[src/dks_pkg.sv]
package dks_pkg;

  localparam int KEY_W   = 64;
  localparam int CD_W    = 56;
  localparam int HALF_W  = 28;
  localparam int SUB_W   = 48;
  localparam int IDX_W   = 4;
  localparam int ROUNDS  = 16;
  localparam int OUT_W   = 56;  // round_key + round_index, padded to bytes

  localparam logic [IDX_W-1:0] LAST_ROUND = IDX_W'(ROUNDS - 1);

  // bit r set where round r rotates by two, clear where it rotates by one
  localparam logic [ROUNDS-1:0] SHIFT_TWO = 16'h7EFC;

  // standard DES permuted choice tables, positions counted from the msb as 1
  localparam int PC1_TAB [CD_W] = '{
    57, 49, 41, 33, 25, 17,  9,  1, 58, 50, 42, 34, 26, 18,
    10,  2, 59, 51, 43, 35, 27, 19, 11,  3, 60, 52, 44, 36,
    63, 55, 47, 39, 31, 23, 15,  7, 62, 54, 46, 38, 30, 22,
    14,  6, 61, 53, 45, 37, 29, 21, 13,  5, 28, 20, 12,  4
  };

  localparam int PC2_TAB [SUB_W] = '{
    14, 17, 11, 24,  1,  5,  3, 28, 15,  6, 21, 10,
    23, 19, 12,  4, 26,  8, 16,  7, 27, 20, 13,  2,
    41, 52, 31, 37, 47, 55, 30, 40, 51, 45, 33, 48,
    44, 49, 39, 56, 34, 53, 46, 42, 50, 36, 29, 32
  };

  // rotated halves of one round on their way to pc-2
  typedef struct packed {
    logic [CD_W-1:0]  cd;
    logic [IDX_W-1:0] idx;
    logic             last;
  } rnd_t;

  function automatic logic [CD_W-1:0] pc1(input logic [KEY_W-1:0] k);
    logic [CD_W-1:0] r;
    r = '0;
    for (int i = 0; i < CD_W; i++) begin
      r[CD_W-1-i] = k[KEY_W-PC1_TAB[i]];
    end
    return r;
  endfunction

  function automatic logic [SUB_W-1:0] pc2(input logic [CD_W-1:0] cd);
    logic [SUB_W-1:0] r;
    r = '0;
    for (int i = 0; i < SUB_W; i++) begin
      r[SUB_W-1-i] = cd[CD_W-PC2_TAB[i]];
    end
    return r;
  endfunction

  function automatic logic [HALF_W-1:0] rotl(input logic [HALF_W-1:0] v, input logic two);
    logic [HALF_W-1:0] r;
    if (two) begin
      r = {v[HALF_W-3:0], v[HALF_W-1:HALF_W-2]};
    end else begin
      r = {v[HALF_W-2:0], v[HALF_W-1]};
    end
    return r;
  endfunction

endpackage

[src/dks_pc1.sv]
module dks_pc1 (
  input  logic                     clk,
  input  logic                     rst,
  input  logic                     in_valid,
  output logic                     in_ready,
  input  logic [dks_pkg::KEY_W-1:0] key,
  output logic                     out_valid,
  input  logic                     out_ready,
  output logic [dks_pkg::CD_W-1:0]  cd
);
  import dks_pkg::*;

  logic valid;

  assign in_ready  = !valid || out_ready;
  assign out_valid = valid;

  always_ff @(posedge clk) begin
    if (rst) begin
      valid <= 1'b0;
    end else if (in_ready) begin
      valid <= in_valid;
    end
  end

  always_ff @(posedge clk) begin
    if (in_valid && in_ready) begin
      cd <= pc1(key);
    end
  end

endmodule

[src/dks_rounds.sv]
module dks_rounds (
  input  logic                    clk,
  input  logic                    rst,
  input  logic                    in_valid,
  output logic                    in_ready,
  input  logic [dks_pkg::CD_W-1:0] cd_in,
  output logic                    out_valid,
  input  logic                    out_ready,
  output dks_pkg::rnd_t           out_rnd
);
  import dks_pkg::*;

  logic              busy;
  logic [HALF_W-1:0] c;
  logic [HALF_W-1:0] d;
  logic [IDX_W-1:0]  cnt;
  logic              valid;
  logic              adv;
  logic              done;
  logic [HALF_W-1:0] c_next;
  logic [HALF_W-1:0] d_next;

  assign adv      = busy && (!valid || out_ready);
  assign done     = adv && (cnt == LAST_ROUND);
  // next key loads in the same cycle the final round leaves
  assign in_ready = !busy || done;
  assign c_next   = rotl(c, SHIFT_TWO[cnt]);
  assign d_next   = rotl(d, SHIFT_TWO[cnt]);
  assign out_valid = valid;

  always_ff @(posedge clk) begin
    if (rst) begin
      busy  <= 1'b0;
      cnt   <= '0;
      valid <= 1'b0;
    end else begin
      if (in_valid && in_ready) begin
        busy <= 1'b1;
        cnt  <= '0;
      end else if (done) begin
        busy <= 1'b0;
      end else if (adv) begin
        cnt <= cnt + 1'b1;
      end
      if (adv) begin
        valid <= 1'b1;
      end else if (out_ready) begin
        valid <= 1'b0;
      end
    end
  end

  always_ff @(posedge clk) begin
    if (in_valid && in_ready) begin
      c <= cd_in[CD_W-1:HALF_W];
      d <= cd_in[HALF_W-1:0];
    end else if (adv) begin
      c <= c_next;
      d <= d_next;
    end
    if (adv) begin
      out_rnd.cd   <= {c_next, d_next};
      out_rnd.idx  <= cnt;
      out_rnd.last <= (cnt == LAST_ROUND);
    end
  end

endmodule

[src/dks_pc2.sv]
module dks_pc2 (
  input  logic                      clk,
  input  logic                      rst,
  input  logic                      in_valid,
  output logic                      in_ready,
  input  dks_pkg::rnd_t             in_rnd,
  output logic                      out_valid,
  input  logic                      out_ready,
  output logic [dks_pkg::SUB_W-1:0] round_key,
  output logic [dks_pkg::IDX_W-1:0] round_index,
  output logic                      last
);
  import dks_pkg::*;

  logic valid;

  assign in_ready  = !valid || out_ready;
  assign out_valid = valid;

  always_ff @(posedge clk) begin
    if (rst) begin
      valid <= 1'b0;
    end else if (in_ready) begin
      valid <= in_valid;
    end
  end

  always_ff @(posedge clk) begin
    if (in_valid && in_ready) begin
      round_key   <= pc2(in_rnd.cd);
      round_index <= in_rnd.idx;
      last        <= in_rnd.last;
    end
  end

endmodule

[src/des_key_schedule.sv]
// channel | dir | tdata bits (low up)                        | tuser | tlast
// s_*     | in  | key[63:0]                                  | none  | none
// m_*     | out | round_key[47:0], round_index[51:48], 0 pad | none  | last round
//
// each key gives sixteen subkeys, one item per cycle unless m_tready stalls the output;
// the round sequencer (one rotation per cycle) sets that rate and takes the next key
// as the last round leaves; key to subkey passes pc-1, c/d load, rotate, pc-2
// rst is synchronous and clears only the valid bits and the round sequencer
// m_tready low backs the stages up and holds them; nothing is dropped or repeated
module des_key_schedule (
  input  logic        clk,
  input  logic        rst,
  input  logic        s_tvalid,
  output logic        s_tready,
  input  logic [63:0] s_tdata,   // key[63:0]
  output logic        m_tvalid,
  input  logic        m_tready,
  output logic [55:0] m_tdata,   // round_key[47:0], round_index[51:48], zeros[55:52]
  output logic        m_tlast
);
  import dks_pkg::*;

  // pc-1 stage to round sequencer
  logic             p1_valid;
  logic             p1_ready;
  logic [CD_W-1:0]  p1_cd;

  // round sequencer to pc-2 stage
  logic             rd_valid;
  logic             rd_ready;
  rnd_t             rd_rnd;

  logic [SUB_W-1:0] round_key;
  logic [IDX_W-1:0] round_index;

  dks_pc1 u_pc1 (
    .clk       (clk),
    .rst       (rst),
    .in_valid  (s_tvalid),
    .in_ready  (s_tready),
    .key       (s_tdata),
    .out_valid (p1_valid),
    .out_ready (p1_ready),
    .cd        (p1_cd)
  );

  // holds C and D and walks the sixteen rotations
  dks_rounds u_rounds (
    .clk       (clk),
    .rst       (rst),
    .in_valid  (p1_valid),
    .in_ready  (p1_ready),
    .cd_in     (p1_cd),
    .out_valid (rd_valid),
    .out_ready (rd_ready),
    .out_rnd   (rd_rnd)
  );

  // pc-2 selection into the output register
  dks_pc2 u_pc2 (
    .clk         (clk),
    .rst         (rst),
    .in_valid    (rd_valid),
    .in_ready    (rd_ready),
    .in_rnd      (rd_rnd),
    .out_valid   (m_tvalid),
    .out_ready   (m_tready),
    .round_key   (round_key),
    .round_index (round_index),
    .last        (m_tlast)
  );

  // pad bits stay zero
  assign m_tdata = {(OUT_W - SUB_W - IDX_W)'(0), round_index, round_key};

endmodule

[config.mk]
export PLATFORM = sky130hd
export DESIGN_NAME = des_key_schedule
export DESIGN_NICKNAME = d
export VERILOG_FILES = /design/src/dks_pkg.sv /design/src/dks_pc1.sv /design/src/dks_rounds.sv /design/src/dks_pc2.sv /design/src/des_key_schedule.sv
export SDC_FILE = /design/constraint.sdc
export NUM_CORES = 1
export LEC_CHECK = 0
export ABC_AREA = 1
export ABC_CLOCK_PERIOD_IN_PS = 9600
export BUFFER_PORTS_ARGS = -buffer_cell sky130_fd_sc_hd__buf_4
export CAP_MARGIN = 20
export CORE_MARGIN = 2
export CORE_UTILIZATION = 35
export DETAILED_ROUTE_END_ITERATION = 10
export HOLD_SLACK_MARGIN = 0.12
export PLACE_DENSITY = 0.58
export SLEW_MARGIN = 20
export SYNTH_ARGS = -nofsm -noshare
export SYNTH_HDL_FRONTEND = slang
export SYNTH_SLANG_ARGS = --single-unit
[constraint.sdc]
create_clock -name clk -period 9.6 [get_ports clk]
set_clock_uncertainty 0.15 [all_clocks]
set_input_delay 1.44 -clock clk [delete_from_list [all_inputs] [get_ports clk]]
set_output_delay 1.44 -clock clk [all_outputs]
set_load 0.1 [all_outputs]
Yosys cells after proc, flatten, opt, wreduce, memory -nomap -nowiden. Memory sizes are Yosys's and may differ from the RTL's. A register that Yosys moved wholly into a read port is not among the register bits. Index checks and enable logic that the tools add are counted.

Multiplexer cells: 13. Shifts and indexed selects: 0. Multiply operators: 0. Reductions and logical operators: 18. Add/sub/neg operators: 1. Equality and inequality tests: 1. Div/mod/pow operators: 0. Bitwise gates (word level): 1. Order comparisons: 1.

Operators by type and width (number): $mux W28 (6); $mux W4 (2); $reduce_bool A2 Y1 (3); $logic_and A1 B1 Y1 (5); $lt A4 B5 Y1 const B (1); $mux W1 (5); $add A4 B1 Y4 const B (1); $eq A4 B4 Y1 const B (1); $logic_not A1 Y1 (4); $logic_or A1 B1 Y1 (4); $reduce_and A2 Y1 (1); $reduce_or A2 Y1 (1); $not A1 Y1 (1).

Memory bits (read-only): 16. Latch bits: 0. Memory bits (writable): 0. Bits in registers: 234. Memories: 1.

Memories: (no name shown) (depth 16, width 1, read ports 1, clocked after Yosys merged registers in 1, write ports 0, RTL line dks_rounds.sv:27) `assign c_next = rotl(c, SHIFT_TWO[cnt]);`.

Depth between registers and ports, before layout.
Word-level depth: 9. Mapped depth: 12. Gate-level depth less buffers: 11.

Modules after synthesis. From an unflattened synthesis, not the netlist that was laid out.

Cells, all modules: 514. Area total of the unflattened synthesis: 8642.0 um2.

By module, submodules not included: dks_rounds (cells each 388, times used 1, sequential area each 3653.5 um2, area an instance 5240.0 um2); dks_pc1 (cells each 62, times used 1, sequential area each 1701.6 um2, area an instance 1729.2 um2); dks_pc2 (cells each 59, times used 1, sequential area each 1611.5 um2, area an instance 1639.1 um2); des_key_schedule (cells each 5, times used 1, sequential area each 0.0 um2, area an instance 33.8 um2).

Least setup slack after synthesis. OpenSTA, ideal clock, no wires.

Kind: input port to flip-flop. Start point: input m_tready. End point: register u_pc2.last, enable pin. Cell stages on the path: 2. Data arrival time: 4085 ps. Buffers on the path: 0. Library setup time: 481 ps. Setup slack: 4884 ps. Cell sequence: inv_1 a21oi_1.

Word-level cells in the longest chain between the ends: 2.

Ends and longest elaborated chain: from (decl) (RTL line des_key_schedule.sv:17) `input logic m_tready,`; $logic_or A1 B1 Y1 (RTL line dks_pc2.sv:17) `assign in_ready = !valid || out_ready;`; $logic_and A1 B1 Y1 (RTL line dks_pc2.sv:29) `if (in_valid && in_ready) begin`; to (signal assigned) (RTL line dks_pc2.sv:32) `last <= in_rnd.last;`; to (decl) (RTL line dks_pc2.sv:11) `output logic last`.

Every way passes these cells. A chain may end at the register's enable or synchronous reset.

Final worst setup path.
Start point: input m_tready. End point: output s_tready.

Word-level cells in the longest chain between the ends: 6.

Ends and longest elaborated chain: $logic_or A1 B1 Y1 (RTL line dks_pc2.sv:17); $logic_or A1 B1 Y1 (RTL line dks_rounds.sv:23) `assign adv = busy && (!valid || out_ready);`; $logic_and A1 B1 Y1 (RTL line dks_rounds.sv:23); $logic_and A1 B1 Y1 (RTL line dks_rounds.sv:24) `assign done = adv && (cnt == LAST_ROUND);`; $logic_or A1 B1 Y1 (RTL line dks_rounds.sv:26) `assign in_ready = !busy || done;`; $logic_or A1 B1 Y1 (RTL line dks_pc1.sv:15) `assign in_ready = !valid || out_ready;`; to (decl) (RTL line des_key_schedule.sv:14) `output logic s_tready,`.

Every way passes these cells.

==> key figures <==
Timing
  – Tcrit/Tclk final: 0.410
  – # setup viols final: 0
  – Fmax achieved: roughly 250 MHz
  – Fin. Hold Viols: 0
  – Worst slew pin tran: roughly 1.0 ns
  – Rel. slew slack: 0.309
  – RSZ-0062 raised after global routing: false
  – Setup TNS: 0 ns
  – Final Critical Period: about 3.9 ns
  – Fin. max-slew vios: 0

Clock tree
  – Worst-path clk slew: around 0.06 ns
  – Buffer count from post-CTS setup fixing: 0
  – Post-CTS Resized: 0
  – Worst-Skew Late Latency: between 0.5 and 0.6 ns
  – CTS tree: done
  – Clock Tree Buf Depth: 3
  – Clock Sinks: 227
  – Max H-tree Level: 1
  – CTS buffer count: 25
  – CTS root buf: clkbuf_16
  – Hold_buf cts: 0

Worst setup path
  – Worst setup EP type: output port
  – Crit path launch type: input pin
  – Worst Path Arrival: 2.35 ns
  – CP max-delay cell: buf_4
  – R2r setup slk: 6.44 ns
  – CP cell instances: buf_4 -> inv_1 -> nand3_2 -> nand2_1 -> nand3_1 -> buf_4
  – R2r worst-path depth: 9
  – WP data required: roughly 8.0 ns
  – Worst R2R Start: u_rounds.cnt[0]$_SDFFE_PP0N_
  – CP dominant cell by count: buf_4
  – Slowest cell delay on critical path: 0.27 ns
  – Crit Path Class: in2out
  – CP endpoint: s_tready
  – Worst setup startpoint: m_tready
  – R2r endpoint: u_rounds.c[20]$_DFFE_PP_
  – Crit Path Max Fanout: 6

Cells and area
  – Share of cells above drive strength 1: 0.325
  – Most frequent cells in the layout: edfxtp_1 (218), buf_4 (119), mux2_4 (48)
  – Layout area overhead: 22.5%
  – Nets@finish: between 700 and 800
  – Post-route cell area: between 10,000 and 15,000 sq um
  – Most common cell after layout, fill and taps aside: edfxtp_1
  – # diodes: 0
  – Final cell count without fillers: between 900 and 1,000
  – Fillcell total: about 2,200

Power and ir drop
  – Leakage Power: 4.00 nW
  – Power Dens Cells: ~220 nW/um^2
  – Maximum VDD drop: 96.9 uV

Global route
  – Overall Global Routing Usage: 0.117
  – Global-route wire length before repair: roughly 24 mm
  – Overflow after GRT: 0
  – Vias in the first global route: 4,489
  – Antenna violations before repair: 0
  – Largest net degree at the start of global routing: approximately 110

Drt
  – Drt pass-1 iters: 4
  – Iteration-0 DRC Markers: around 240
  – Final wirelength: roughly 15 mm
  – Final ANT Viol Nets: 0
  – Routed via count: between 4,000 and 5,000
  – DR DRC count: 0
  – Wire per inst: between 15 and 20 um
  – Post-DR vias/cell: ~4.4

Synth
  – Yosys reg bits: about 230
  – Mapped Cells: a little over 500
  – Synth warnings: 0
  – Unique masters post-synth: 23
  – Sequential element share of the synthesized area: 0.787
  – Avg Synthesized Cell Area: approximately 17 sq um
  – Mapped Area: between 8000 and 9000 sq um

Floorplanning
  – Die area: about 26,000 sq um
  – Die X: roughly 160 um
  – IO Count: ~130
  – Std-Cell Rows: 57
  – Initial Util: 0.353
  – Placeable core area: about 24,000 sq um
  – Die Span Y: between 150 and 200 um

Place
  – Placer Congestion: ~0.74
  – Port bufs: ~110
  – Post-DP Area: around 9700 sq um
  – Placed cells: a little over 900
  – HPWL Detailed: about 9 mm

Run
  – Max-cap violations: 0

Outcome
  – Status: complete, no violations

Worst hold path
  – Hold path startpoint: u_rounds.out_rnd[55]$_DFFE_PP_
  – HP Class: reg2reg
==> layout make-up <==
type | count | area, sq um | area share
repair buffers | 119 | 893 | 0.0853
well taps | 324 | 405 | 0.0387
clock inverters | 13 | 121 | 0.0116
flip-flops and latches | 227 | 6730 | 0.643
clock buffers | 30 | 644 | 0.0616
multi-input cells | 223 | 1530 | 0.147
inverters | 37 | 139 | 0.0133
==> worst min path at each step <==
stage                                                to  slack (ns)  cells past startpoint
after floorplan                    u_pc2.last$_DFFE_PP_        0.25                      0
after global placement    u_pc2.round_key[42]$_DFFE_PP_        0.25                      0
after detailed placement  u_pc2.round_key[12]$_DFFE_PP_        0.25                      0
after CTS                 u_pc2.round_key[38]$_DFFE_PP_        0.26                      0
after global routing      u_pc2.round_key[38]$_DFFE_PP_        0.27                      0
final                     u_pc2.round_key[38]$_DFFE_PP_        0.26                      0
==> flip-flops by register name, summed over array words and instances, names as in the netlist, named ones only <==
register	count
u_pc1.cd	56
u_rounds.out_rnd	53
u_pc2.round_key	48
u_rounds.c	28
u_rounds.d	28
u_pc2.round_index	4
u_rounds.cnt	4
u_pc1.out_valid	1
u_pc2.last	1
u_pc2.out_valid	1
u_rounds.busy	1
u_rounds.out_valid	1
==> where the power goes <==
part	leakage (nW)	switching, mW	internal, mW	total, mW
combinational	1.50	0.144	0.0817	0.226
clock	0.373	0.367	0.531	0.897
sequential	2.13	0.0233	1.18	1.20
total	4.00	0.534	1.79	2.32
==> Yosys cell counts <==
master | count | share of area
buf_1 | 1 | 0.00044
buf_6 | 5 | 0.0066
nand2_4 | 1 | 0.0013
edfxtp_1 | 218 | 0.77
buf_12 | 1 | 0.0023
clkbuf_1 | 3 | 0.0013
ha_1 | 1 | 0.0015
mux2_4 | 48 | 0.084
inv_1 | 37 | 0.016
nand2_2 | 2 | 0.0015
nand3_2 | 1 | 0.0012
o21ai_0 | 30 | 0.018
dfxtp_1 | 9 | 0.021
conb_1 | 1 | 0.00044
nor2_1 | 37 | 0.016
buf_4 | 6 | 0.0053
nand3_1 | 8 | 0.0047
nand4_1 | 2 | 0.0015
xnor2_1 | 1 | 0.0010
nand2_1 | 44 | 0.019
nor2_2 | 2 | 0.0015
buf_2 | 7 | 0.0041
a21oi_1 | 42 | 0.025
==> kinds of logic (layout without fill, tap and decap cells) <==
group,Yosys count,count (layout),synth area share
AOI/OAI and AO/OA,72,72,0.0422
muxes,48,48,0.0843
buffers and inverters,60,199,0.0363
DFF,227,227,0.787
other,1,4,0.000439
adders and majority gates,1,1,0.00146
xor gates and xnor gates,1,1,0.00103
and+or+nand+nor,97,97,0.0471
==> through the flow <==
stage / worst slack (ns) / util / total power [mW] / hold slack, ns
finish: 5.66 / 0.433 / 2.32 / 0.259
global route: 5.57 / 0.433 / 2.42 / 0.266
CTS: 5.65 / 0.433 / 2.36 / 0.262
detailed placement: 5.45 / 0.401 / 1.45 / 0.255
global placement: 5.52 / 0.401 / 1.44 / 0.252
floorplan: 4.88 / - / 1.39 / 0.250
==> worst max-delay path: cells and delay by family <==
family	cells	cell delay, ns
buf+inv	3	0.51
simple gates	3	0.41
==> per-layer routing <==
layer	GRT usage	wire (um)
met1	0.152	6660
met3	0.0190	596
met2	0.198	7420
met5	0	0
met4	0.0405	290
No activity file was read; power rests on OpenSTA's default activity.
